$ cat src/hdl/kdae_pkg.sv
// Shared types, widths and reset values for the key debounce and auto-repeat block.
`timescale 1ns / 1ps
`default_nettype none
package kdae_pkg;

    localparam int KeyW   = 8;
    localparam int TimeW  = 32;
    localparam int MsW    = 16;
    localparam int CfgAdW = 2;
    localparam int CfgDW  = 16;
    localparam int InDW   = 48;
    localparam int OutDW  = 24;

    localparam logic [MsW-1:0]  DebounceRst  = MsW'(15);
    localparam logic [MsW-1:0]  HoldRst      = MsW'(400);
    localparam logic [MsW-1:0]  RepeatRst    = MsW'(180);
    localparam logic [KeyW-1:0] RepeatKeyRst = '0;

    typedef enum logic [CfgAdW-1:0] {
        CFG_DEBOUNCE   = 2'd0,
        CFG_HOLD       = 2'd1,
        CFG_REPEAT     = 2'd2,
        CFG_REPEAT_KEY = 2'd3
    } t_cfg_idx;

    typedef struct packed {
        logic [MsW-1:0]  settle_ms;
        logic [MsW-1:0]  hold_ms;
        logic [MsW-1:0]  interval_ms;
        logic [KeyW-1:0] repeat_key;
    } t_cfg;

    typedef struct packed {
        logic [KeyW-1:0]  raw_last_a;
        logic [KeyW-1:0]  raw_last_b;
        logic [TimeW-1:0] raw_change_time;
        logic [KeyW-1:0]  stable_prev_a;
        logic [KeyW-1:0]  stable_prev_b;
        logic [KeyW-1:0]  slot0_code;
        logic [KeyW-1:0]  slot1_code;
        logic [TimeW-1:0] slot0_next;
        logic [TimeW-1:0] slot1_next;
        logic [KeyW-1:0]  emitted_a;
        logic [KeyW-1:0]  emitted_b;
    } t_state;

    typedef struct packed {
        logic [KeyW-1:0] event_key_a;
        logic [KeyW-1:0] event_key_b;
        logic            events_changed;
        logic            settled;
    } t_result;

endpackage
`default_nettype wire

$ cat src/hdl/kdae_cfg.sv
// Configuration register bank for the key debounce and auto-repeat block.
`timescale 1ns / 1ps
`default_nettype none
module kdae_cfg
    import kdae_pkg::*;
(
    input  wire logic              i_clk,
    input  wire logic              i_rst_n,
    input  wire logic              i_cfg_we,
    input  wire logic [CfgAdW-1:0] i_cfg_addr,
    input  wire logic [CfgDW-1:0]  i_cfg_wdata,
    output t_cfg                   o_cfg
);

    t_cfg r_cfg;

    always_ff @(posedge i_clk) begin
        if (!i_rst_n) begin
            r_cfg.settle_ms   <= DebounceRst;
            r_cfg.hold_ms     <= HoldRst;
            r_cfg.interval_ms <= RepeatRst;
            r_cfg.repeat_key  <= RepeatKeyRst;
        end else if (i_cfg_we) begin
            case (i_cfg_addr)
                CFG_DEBOUNCE:   r_cfg.settle_ms   <= i_cfg_wdata;
                CFG_HOLD:       r_cfg.hold_ms     <= i_cfg_wdata;
                CFG_REPEAT:     r_cfg.interval_ms <= i_cfg_wdata;
                CFG_REPEAT_KEY: r_cfg.repeat_key  <= i_cfg_wdata[KeyW-1:0];
                default: ;
            endcase
        end
    end

    assign o_cfg = r_cfg;

endmodule
`default_nettype wire

$ cat src/hdl/kdae_eval.sv
// Single-pass scan evaluation: debounce, press detection, repeat slots, change flag.
`timescale 1ns / 1ps
`default_nettype none
module kdae_eval
    import kdae_pkg::*;
(
    input  wire t_cfg              i_cfg,
    input  wire t_state            i_state,
    input  wire logic [TimeW-1:0]  i_now_ms,
    input  wire logic [KeyW-1:0]   i_raw_key_a,
    input  wire logic [KeyW-1:0]   i_raw_key_b,
    output t_state                 o_state,
    output t_result                o_result
);

    logic             raw_changed;
    logic [TimeW-1:0] change_time;
    logic [TimeW-1:0] elapsed;
    logic             settled;
    logic             press0, press1;
    logic             rep_ok0, rep_ok1;
    logic [KeyW-1:0]  e0, e1;
    logic [KeyW-1:0]  c0, c1;
    logic [TimeW-1:0] t0, t1;
    logic [TimeW-1:0] hold_at, repeat_at;
    logic [TimeW-1:0] late0, late1;
    t_state           nxt;

    assign raw_changed = (i_raw_key_a != i_state.raw_last_a) ||
                         (i_raw_key_b != i_state.raw_last_b);
    assign change_time = raw_changed ? i_now_ms : i_state.raw_change_time;
    assign elapsed     = i_now_ms - change_time;
    assign settled     = elapsed >= {{(TimeW-MsW){1'b0}}, i_cfg.settle_ms};

    assign hold_at   = i_now_ms + {{(TimeW-MsW){1'b0}}, i_cfg.hold_ms};
    assign repeat_at = i_now_ms + {{(TimeW-MsW){1'b0}}, i_cfg.interval_ms};

    // A code presses when it was absent from the previous settled pair
    assign press0 = (i_raw_key_a != '0) && (i_raw_key_a != i_state.stable_prev_a) &&
                    (i_raw_key_a != i_state.stable_prev_b);
    assign press1 = (i_raw_key_b != '0) && (i_raw_key_b != i_state.stable_prev_a) &&
                    (i_raw_key_b != i_state.stable_prev_b);
    assign rep_ok0 = (i_cfg.repeat_key != '0) && (i_raw_key_a == i_cfg.repeat_key);
    assign rep_ok1 = (i_cfg.repeat_key != '0) && (i_raw_key_b == i_cfg.repeat_key);

    always_comb begin
        nxt                 = i_state;
        nxt.raw_last_a      = i_raw_key_a;
        nxt.raw_last_b      = i_raw_key_b;
        nxt.raw_change_time = change_time;
        e0 = '0;
        e1 = '0;
        c0 = i_state.slot0_code;
        c1 = i_state.slot1_code;
        t0 = i_state.slot0_next;
        t1 = i_state.slot1_next;
        late0 = '0;
        late1 = '0;

        // Press events, slot 0 follows key a and slot 1 follows key b
        if (press0) begin
            e0 = i_raw_key_a;
            if (rep_ok0) begin
                c0 = i_raw_key_a;
                t0 = hold_at;
            end else if (c0 == i_raw_key_a) begin
                c0 = '0;
            end
        end
        if (press1) begin
            if (e0 == '0) e0 = i_raw_key_b; else e1 = i_raw_key_b;
            if (rep_ok1) begin
                c1 = i_raw_key_b;
                t1 = hold_at;
            end else if (c1 == i_raw_key_b) begin
                c1 = '0;
            end
        end

        // Repeat events; wrap-safe deadline test on the sign of the difference
        late0 = i_now_ms - t0;
        if (!((e0 != '0) && (e1 != '0)) && (c0 != '0)) begin
            if ((c0 == i_raw_key_a) || (c0 == i_raw_key_b)) begin
                if ((i_cfg.repeat_key != '0) && (c0 == i_cfg.repeat_key) &&
                    !late0[TimeW-1]) begin
                    if (e0 == '0) e0 = c0; else e1 = c0;
                    t0 = repeat_at;
                end
            end else begin
                c0 = '0;
            end
        end
        late1 = i_now_ms - t1;
        if (!((e0 != '0) && (e1 != '0)) && (c1 != '0)) begin
            if ((c1 == i_raw_key_a) || (c1 == i_raw_key_b)) begin
                if ((i_cfg.repeat_key != '0) && (c1 == i_cfg.repeat_key) &&
                    !late1[TimeW-1]) begin
                    if (e0 == '0) e0 = c1; else e1 = c1;
                    t1 = repeat_at;
                end
            end else begin
                c1 = '0;
            end
        end

        o_result.event_key_a    = '0;
        o_result.event_key_b    = '0;
        o_result.events_changed = 1'b0;
        o_result.settled        = settled;
        if (settled) begin
            o_result.event_key_a    = e0;
            o_result.event_key_b    = e1;
            o_result.events_changed = (e0 != i_state.emitted_a) ||
                                      (e1 != i_state.emitted_b);
            nxt.slot0_code    = c0;
            nxt.slot1_code    = c1;
            nxt.slot0_next    = t0;
            nxt.slot1_next    = t1;
            nxt.emitted_a     = e0;
            nxt.emitted_b     = e1;
            nxt.stable_prev_a = i_raw_key_a;
            nxt.stable_prev_b = i_raw_key_b;
        end
        o_state = nxt;
    end

endmodule
`default_nettype wire

$ cat src/hdl/key_debounce_autorepeat_events_core.sv
// Top level of the key debounce and auto-repeat event block.
// Each accepted scan gives exactly one result transfer. A scan is held in an
// input register, evaluated combinationally against the debounce and
// repeat-slot state, and placed in an output register; one scan is taken
// every cycle while the output is drained. The rate is set by the
// compare-and-update pass that carries the key state from one scan to the
// next. Input tdata holds now_ms, raw_key_a, raw_key_b from the lowest bit
// up; output tdata holds event_key_a, event_key_b, events_changed, settled.
// Configuration writes take effect on the next scan; the user must make them
// while no scan is in flight, as the block itself does not enforce this.
`timescale 1ns / 1ps
`default_nettype none
module key_debounce_autorepeat_events_core
    import kdae_pkg::*;
(
    input  wire logic              i_clk,
    input  wire logic              i_rst_n,
    input  wire logic              i_cfg_we,
    input  wire logic [CfgAdW-1:0] i_cfg_addr,
    input  wire logic [CfgDW-1:0]  i_cfg_wdata,
    input  wire logic              i_s_tvalid,
    output logic                   o_s_tready,
    // now_ms[31:0], raw_key_a[39:32], raw_key_b[47:40]
    input  wire logic [InDW-1:0]   i_s_tdata,
    output logic                   o_m_tvalid,
    input  wire logic              i_m_tready,
    // event_key_a[7:0], event_key_b[15:8], events_changed[16], settled[17], zero fill
    output logic [OutDW-1:0]       o_m_tdata
);

    t_cfg             cfg;
    t_state           r_state, n_state;
    t_result          result;
    logic             r_in_vld;
    logic [InDW-1:0]  r_in_data;
    logic             r_out_vld;
    t_result          r_out;
    logic             out_adv;
    logic             eval_en;

    kdae_cfg u_cfg (
        .i_clk       (i_clk),
        .i_rst_n     (i_rst_n),
        .i_cfg_we    (i_cfg_we),
        .i_cfg_addr  (i_cfg_addr),
        .i_cfg_wdata (i_cfg_wdata),
        .o_cfg       (cfg)
    );

    kdae_eval u_eval (
        .i_cfg       (cfg),
        .i_state     (r_state),
        .i_now_ms    (r_in_data[TimeW-1:0]),
        .i_raw_key_a (r_in_data[TimeW+KeyW-1:TimeW]),
        .i_raw_key_b (r_in_data[TimeW+2*KeyW-1:TimeW+KeyW]),
        .o_state     (n_state),
        .o_result    (result)
    );

    assign out_adv    = !r_out_vld || i_m_tready;
    assign eval_en    = r_in_vld && out_adv;
    assign o_s_tready = !r_in_vld || out_adv;

    always_ff @(posedge i_clk) begin
        if (!i_rst_n) begin
            r_in_vld  <= 1'b0;
            r_out_vld <= 1'b0;
            r_state   <= '0;
        end else begin
            if (o_s_tready) r_in_vld <= i_s_tvalid;
            if (out_adv) r_out_vld <= r_in_vld;
            // Advance the key state only when the scan moves to the output
            if (eval_en) r_state <= n_state;
        end
    end

    always_ff @(posedge i_clk) begin
        if (o_s_tready && i_s_tvalid) r_in_data <= i_s_tdata;
        if (eval_en) r_out <= result;
    end

    assign o_m_tvalid = r_out_vld;
    assign o_m_tdata  = {{(OutDW-2*KeyW-2){1'b0}}, r_out.settled, r_out.events_changed,
                         r_out.event_key_b, r_out.event_key_a};

endmodule
`default_nettype wire
$ cat config.mk
export PLATFORM = sky130hd
export DESIGN_NAME = key_debounce_autorepeat_events_core
export DESIGN_NICKNAME = d
export VERILOG_FILES = /design/src/hdl/kdae_pkg.sv /design/src/hdl/kdae_cfg.sv /design/src/hdl/kdae_eval.sv /design/src/hdl/key_debounce_autorepeat_events_core.sv
export SDC_FILE = /design/constraint.sdc
export NUM_CORES = 1
export LEC_CHECK = 0
export BUFFER_PORTS_ARGS = -buffer_cell sky130_fd_sc_hd__buf_4
export CAP_MARGIN = 20
export CORE_ASPECT_RATIO = 1.1
export CORE_UTILIZATION = 57
export DETAILED_ROUTE_END_ITERATION = 6
export PLACE_DENSITY = 0.78
export SLEW_MARGIN = 30
export SYNTH_ARGS = -nofsm -noshare
export SYNTH_HDL_FRONTEND = slang
export SYNTH_SLANG_ARGS = --single-unit
export TNS_END_PERCENT = 100
$ cat constraint.sdc
create_clock -name i_clk -period 7.2 [get_ports i_clk]
set_input_delay 1.08 -clock i_clk [delete_from_list [all_inputs] [get_ports i_clk]]
set_output_delay 1.08 -clock i_clk [all_outputs]
set_load 0.1 [all_outputs]
# Yosys cells after proc, flatten, opt, wreduce, memory -nomap -nowiden
# Index checks and enable logic that the tools add are counted.
# classes
muxes	42
n_eq_ne	21
magnitude_cmp	1
n_reduce_logical	46
add_sub_neg	5
# op_table
op	n
two-way mux 32 bit	11
two-way mux 8 bit	31
subtractor 32 bit	3
equality test 8 bit	10
nonzero test 8 bit	9
adder 32 x 16 -> 32 bit	2
!= test 8 bit	8
greater-or-equal comparator 32 x 16 -> 1 bit	1
logical NOT 8 bit	3
logical AND 1 bit	16
AND reduction 2 bit	5
logical NOT 1 bit	6
logical OR 1 bit	6
equality test 2 bit (second input constant)	2
equality test 2 x 1 -> 1 bit (second input constant)	1
logical NOT 2 bit	1
# totals
output_inout_bits	26
ff_bits	284

# Longest topological paths before layout
# Gate-level depths: netlist of the first run.
# depth
ltp_word	19
depth_mapped	35
depth_no_buf	31

# Hierarchy
# From an unflattened synthesis of the first run, not the netlist that was laid out.
# hier_totals
cells_unflattened	2772
area_unflattened_um2	22417.8
# by_module_without_submodules
mod	n_inst	cells_each	seq_area_each_um2	area_per_inst_um2
kdae_eval	1	1783	0.0	11723.7
key_debounce_autorepeat_events_core	1	776	5225.0	8480.6
kdae_cfg	1	213	1121.1	2213.4

# Worst setup path before layout of the first run
# OpenSTA, ideal clock, no wires.
# synth_path
path_kind	flip-flop to flip-flop
from	register r_in_data[46]
to	register r_state[36] (netlist bit)
arrival_time_ns	6.689
stages_incl_launch_ff	36
setup_slack_ns	0.441
setup_time_ns	0.070
cell_sequence	edfxtp_1 clkbuf_1 clkbuf_1 xor2_1 nor4_1 nand4_1 mux2_2 ha_1 inv_1 fa_1 a21o_1 a21oi_1 o21bai_1 a2111oi_0 o31ai_1 a21oi_1 nor2_1 nor2_1 o21bai_1 a21oi_1 xnor2_1 ha_1 nor2b_1 o21ai_0 o2111ai_1 a211oi_1 nand3_1 nor4b_1 and4_1 clkbuf_1 inv_1 nand2_1 buf_2 buf_1 nand2_1 a21oi_1
# synth_rtl
element	line	text
start: declaration	key_debounce_autorepeat_events_core.sv:35	logic [InDW-1:0] r_in_data;
start signal: assignment	key_debounce_autorepeat_events_core.sv:78	if (o_s_tready && i_s_tvalid) r_in_data <= i_s_tdata;
end signal: assignment	key_debounce_autorepeat_events_core.sv:73	if (eval_en) r_state <= n_state;
end: declaration	key_debounce_autorepeat_events_core.sv:32	t_state r_state, n_state;

==> results.txt, run 1 <==
Post-CTS setup buffer count - 0
VDD IR max - 0.205 mV
Final period utilization - 97.0%
Vias - 19100
Setup crit end - r_state[42]
Largest net degree at the start of global routing - 130
Hold_buf cts - 0
FF-to-FF setup slack - 0.22 ns
Placement row count - 71
Post-synth top cells - 331 x nand2_1, 267 x nor2_1, 218 x dfxtp_1
Initial Utilization - 58.3%
Core Box Area - 34500 um^2
Number of synthesis warnings - 0
Largest stage delay on the critical path - 0.43 ns
Top-count cell post-synth - nand2_1
Chip width - 181 um
Endpoints failing setup - 0
Max Cap Viol - 0
1st-pass router iterations - 7
RR Endpoint - r_state[42]
Worst hold path type - reg -> reg
Post-route setup TNS - 0 ns
Die Span Y - 199 um
Drt total wl - 64500 um
Top fanout value on the critical path - 36
Share of post-route cells with drive strength above 1 - 11.8%
Worst slack at placement - -0.0853 ns
Worst Path Required - 7.65 ns
Total power - 4.24 mW
Post-Syn Area - 20100 um^2
CTS Buf Count - 31
Routed WL per cell - 21.4 um
Root buf cell - clkbuf_16
Routed Antenna Nets - 0
Max frequency - 143 MHz
Synth area leader - dfxtp_1
Clk_lat worst skew - 0.60 ns
Clock Skew - 0.0308 ns
Vias in the first global route - 18300
Post-route cell area - 22600 um^2
Max Buffers Root-to-Sink - 3
Mapped Cells - 2491
Worst EP arrival - 7.43 ns
EDFF count, synth - 66
Hpwl dp - 46400 um
Clock input transition at the sequential cells of the worst setup and hold paths - 0.06 ns
FF-to-FF Start - r_in_data[38]
Sink Count - 284
FILL cells - 2930
Post-synth top area share - 21.7%
Ys async rst share - 0%
CP Launch Type - register
First-pass GRT wire length - 100000 um
Crit path kind - reg -> reg
Slowest CP cell - edfxtp_1
Vias per std cell - 6.34
# IOs - 97
Top_reg_cell synth - dfxtp_1
CP Capture Type - register
P per Cell Area - 187 nW/um^2
Initial antenna violation count - 0
Drt first-iter violations - 1465
Relative slew slack - 36.1%
Dpl cell area - 21500 um^2
TritonCTS clock tree - built
Finished Core Util - 65.7%
Worst Setup SP - r_in_data[38]
GPL Wtd Cong - 0.982
Number of remaining DRC errors - 0
Most frequent cell on the critical path - buf_4
Final setup margin - 0.218 ns
Fin. Hold Viols - 0
Final Critical Period - 6.98 ns
Nets - 2767
Ant diodes - 0
Distinct cells, synth - 89
R2R cell count - 33
RSZ-0062 raised after global routing - yes
Yosys reg bits - 284
Grt total ovfl - 0
Synth top area cells - dfxtp_1 22%, edfxtp_1 9.9%, ha_1 8.7%, nand2_1 6.2%, mux2i_1 5.8%
Synthesis-to-layout area growth - 12.8%
Sequential fraction of the synthesis area - 31.6%
Htree depth - 1
Syn_area_per_cell - 8.06 um^2
Reg area - 6350 um^2
P_leak - 8.96 nW
Gr usage total - 35.3%
Pin slew with the least headroom to its limit - 0.949 ns
Pins Over Slew Limit - 0
Area of the multi-input gates - 12900 um^2
DIE AREA - 36000 um^2
IO buf count - 90
Status - finished clean
[logic make-up after synthesis]
family / count (synthesis) / synth area share, %
AO/OA/AOI/OAI: 610 / 19.8
flip-flops: 284 / 31.6
other: 1 / 0.0187
AND/OR/NAND/NOR: 896 / 20.3
XOR/XNOR: 182 / 7.94
adder cells (fa/ha/maj): 142 / 8.96
multiplexers: 123 / 6.18
buffers and inverters: 253 / 5.17
[layer usage]
metal  vias to the layer above  part of all wire, %  track usage (%)
li1                       9046                    -                -
met1                      9084                   40             41.8
met2                       789                   49             62.5
met3                       208                  6.3             4.06
met4                         0                  5.1             19.3
met5                         -                    0                0
[what timing repair did]
item,CTS,global route
endpoints found under the setup margin,5,129
gates resized for setup,3,29
pin swaps,0,6
[where the power goes]
group | leakage, nW | switching [mW] | internal (mW)
clock | 0.477 | 0.681 | 0.891
combinational | 6.07 | 0.544 | 0.346
sequential | 2.41 | 0.0695 | 1.71
total | 8.96 | 1.29 | 2.94
[worst min path at each step]
stage                          from         endpoint  slack (ns)  cells after the start
floorplan               r_state[78]      r_state[78]        0.43                      2
global placement        r_state[48]      r_state[48]        0.44                      2
detailed placement      r_state[48]      r_state[48]        0.44                      2
CTS                     r_state[48]      r_state[48]        0.45                      2
global route        u_cfg.o_cfg[55]  u_cfg.o_cfg[55]        0.48                      2
finish                  r_state[48]      r_state[48]        0.45                      2
[cell usage in the layout (no fill, tap or decap), drive strengths merged, types with 81 or more instances in the layout]
| cell type | instances |
|---|---|
| a211oi | 81 |
| a21oi | 214 |
| buf | 190 |
| dfxtp | 218 |
| ha | 139 |
| inv | 89 |
| mux2i | 116 |
| nand2 | 331 |
| nor2 | 267 |
| o21ai | 84 |
| xnor2 | 92 |
| xor2 | 90 |
[worst max-delay path, delay by kind of cell, from the launching register on]
family | cells | cell delay (ns)
AO/OA/AOI/OAI | 12 | 2.30
XOR/XNOR | 2 | 0.33
adder cells (fa/ha/maj) | 3 | 0.88
AND/OR/NAND/NOR | 10 | 1.79
flip-flops | 1 | 0.43
multiplexers | 1 | 0.25
buffers and inverters | 5 | 0.82
[flip-flops by register name (all words and copies together), names as in the netlist]
register	cells
u_cfg.o_cfg	56
r_in_data	48
o_m_tdata	18
o_m_tvalid	1
r_state	160
r_in_vld	1
[per-stage QoR]
step           hold WS [ns]  std cells
6_report              0.450       3017
5_1_grt               0.478       3017
2_1_floorplan         0.429       2496
3_3_place_gp          0.439       2959
4_1_cts               0.451       3017
3_5_place_dp          0.442       2959
[final cells by class]
class | count | share of cell area (%)
Clock buffer | 40 | 3.71
Clock inverter | 18 | 0.652
Inverter | 88 | 1.50
Multi-Input combinational cell | 1959 | 56.9
Sequential cell | 284 | 28.0
Tap cell | 438 | 2.42
Timing Repair Buffer | 190 | 6.81
No activity file was read; power rests on OpenSTA's default activity.
==> run 2: changes to the inputs <==
CORE_UTILIZATION = 50   (was 57)
PLACE_DENSITY = 0.7   (was 0.78)
==> run 2 against run 1 <==
  * The run now ends with DRC left
  * Power grew 5.9%
  * Final cell count grew 3.1%
  * Via count shrank 0.44%
  * Flip-flop and latch count is the same
  * Count of clock-buffer cells in the layout grew 15
  * Core utilization shrank 6.8 points
==> results.txt, run 2 (same netlist as run 1, synthesis figures left out) <==
Status - finished with violations (was finished clean)
Violated checks - DRC
Crit path kind - reg -> reg (unchanged)
Number of remaining DRC errors - 6 (was 0)
Largest register FFs - 160 (unchanged)
Relative slew slack - 31.7% (was 36.1%)
Grt total ovfl - 0 (unchanged)
Max frequency - 143 MHz (about the same)
Commonest cells after routing, fill and taps aside - 330 x nand2_1, 265 x nor2_1, 218 x dfxtp_1 (was 329 x nand2_1, 265 x nor2_1, 218 x dfxtp_1)
Synthesis-to-layout area growth - 15.5% (was 12.8%)
Total power - 4.49 mW (was 4.24 mW)
Post-route setup TNS - 0 ns (unchanged)
Final period utilization - 96.9% (was 97.0%)
Htree depth - 2 (was 1)
FF-to-FF Start - r_in_data[0] (was r_in_data[38])
DIE AREA - 41000 um^2 (was 36000 um^2)
Slowest CP cell - fa_1 (was edfxtp_1)
Max Cap Viol - 0 (unchanged)
Top fanout value on the critical path - 5 (was 36)
Share of post-route cells with drive strength above 1 - 12.8% (was 11.8%)
Drt total wl - 65300 um (was 64500 um)
# IOs - 97 (unchanged)
Initial antenna violation count - 0 (unchanged)
Worst hold path type - reg -> reg (unchanged)
Die Span Y - 212 um (was 199 um)
Chip width - 193 um (was 181 um)
Pins Over Slew Limit - 0 (unchanged)
Endpoints failing setup - 0 (unchanged)
Vias per std cell - 6.12 (was 6.34)
Fin. Hold Viols - 0 (unchanged)
Routed WL per cell - 21.0 um (was 21.4 um)
FF-to-FF setup slack - 0.22 ns (about the same)
Vias in the first global route - 18300 (about the same)
Most flops, register - r_state (unchanged)
Worst Path Required - 7.48 ns (was 7.65 ns)
Gr usage total - 31.3% (was 35.3%)
Worst Setup SP - r_in_data[0] (was r_in_data[38])
Vias - 19000 (was 19100)
RR Endpoint - o_m_tdata[16] (was r_state[42])
Sink Count - 284 (unchanged)
CP Launch Type - register (unchanged)
TritonCTS clock tree - built (unchanged)
Placement row count - 76 (was 71)
P per Cell Area - 194 nW/um^2 (was 187 nW/um^2)
Critical path depth - 33 (unchanged)
Hpwl dp - 46700 um (was 46400 um)
Clock input transition at the sequential cells of the worst setup and hold paths - 0.06 ns (about the same)
Routed Antenna Nets - 0 (unchanged)
Buffers and inverters on the worst path - 4 (was 5)
Worst EP arrival - 7.25 ns (was 7.43 ns)
Clock Skew - 0.0134 ns (was 0.0308 ns)
Most common cell after layout, fill and taps aside - nand2_1 (unchanged)
CTS Buf Count - 34 (was 31)
First-pass GRT wire length - 100000 um (about the same)
GPL Wtd Cong - 1.02 (was 0.982)
CP Capture Type - register (unchanged)
Largest net degree at the start of global routing - 130 (unchanged)
P_leak - 9.20 nW (was 8.96 nW)
Ant diodes - 0 (unchanged)
Nets - 2790 (was 2767)
Largest stage delay on the critical path - 0.39 ns (was 0.43 ns)
Core Box Area - 39400 um^2 (was 34500 um^2)
Pin slew with the least headroom to its limit - 1.01 ns (was 0.949 ns)
Initial Utilization - 51.0% (was 58.3%)
VDD IR max - 0.208 mV (was 0.205 mV)
R2R cell count - 33 (unchanged)
IO buf count - 90 (unchanged)
Drt first-iter violations - 1403 (was 1465)
Final Critical Period - 6.98 ns (about the same)
Clk_lat worst skew - 0.55 ns (was 0.60 ns)
Crit path max-delay family - compound AO/OA/AOI/OAI gates (unchanged)
Max Buffers Root-to-Sink - 3 (unchanged)
Root buf cell - clkbuf_16 (unchanged)
Setup crit end - o_m_tdata[16] (was r_state[42])
1st-pass router iterations - 7 (unchanged)
-- run 2: worst min-delay path by stage --
stage | endpoint | depth (start not counted) | from
2_1_floorplan | r_state[78] | 2 | r_state[78]
3_3_place_gp | r_state[48] | 2 | r_state[48]
3_5_place_dp | r_state[71] | 2 | r_state[71]
4_1_cts | r_state[71] | 2 | r_state[71]
5_1_grt | u_cfg.o_cfg[46] | 2 | u_cfg.o_cfg[46]
6_report | r_state[71] | 2 | r_state[71]
-- run 2: per-layer routing --
metal | GRT usage (%) | vias to the layer above | share of wire (%)
met5 | 0 | - | 0
met3 | 4.84 | 199 | 6.5
met1 | 38.1 | 8986 | 41
met4 | 14.8 | 0 | 4.6
li1 | - | 9099 | -
met2 | 53.7 | 759 | 48
-- run 2: worst register-to-register path, delay by kind of cell (launching register included) --
kind | cells | cell delay [ns]
flops | 1 | 0.35
fa+ha+maj | 3 | 0.86
buf+inv | 4 | 0.60
compound gates | 17 | 3.15
simple gates | 6 | 1.16
xor+xnor | 3 | 0.58
-- run 2: timing repair --
| item | 4_1_cts | 5_1_grt |
|---|---|---|
| gates cloned | 0 | 5 |
| pin swaps | 1 | 8 |
| setup endpoints to repair | 90 | 130 |
| setup buffers | 0 | 2 |
| hold buffers | 0 | 0 |
| resized for setup | 5 | 35 |
-- run 2: cell type report --
type | instances | area (um^2)
Sequential cell | 284 | 6350
Multi-Input combinational cell | 1960 | 12900
Timing Repair Buffer | 209 | 1780
Tap cell | 507 | 634
Fill cell | 3515 | 16200
Clock buffer | 55 | 1110
Clock inverter | 7 | 65.1
Inverter | 88 | 339
-- run 2: where the power goes --
part	total (mW)	internal [mW]	switching, mW
clock	1.81	1.10	0.709
combinational	0.907	0.361	0.546
sequential	1.78	1.71	0.0682
-- run 2: metrics by stage --
step	instances	util (%)	hold slack, ns	instance area (um^2)	worst slack [ns]
floorplan	2496	-	0.429	20100	0.441
detailed placement	3040	55.1	0.443	21700	-0.193
CTS	3102	58.2	0.451	22900	-0.0117
global placement	3040	55.1	0.437	21700	-0.134
finish	3110	58.9	0.449	23200	0.225
global route	3110	58.9	0.474	23200	-0.146
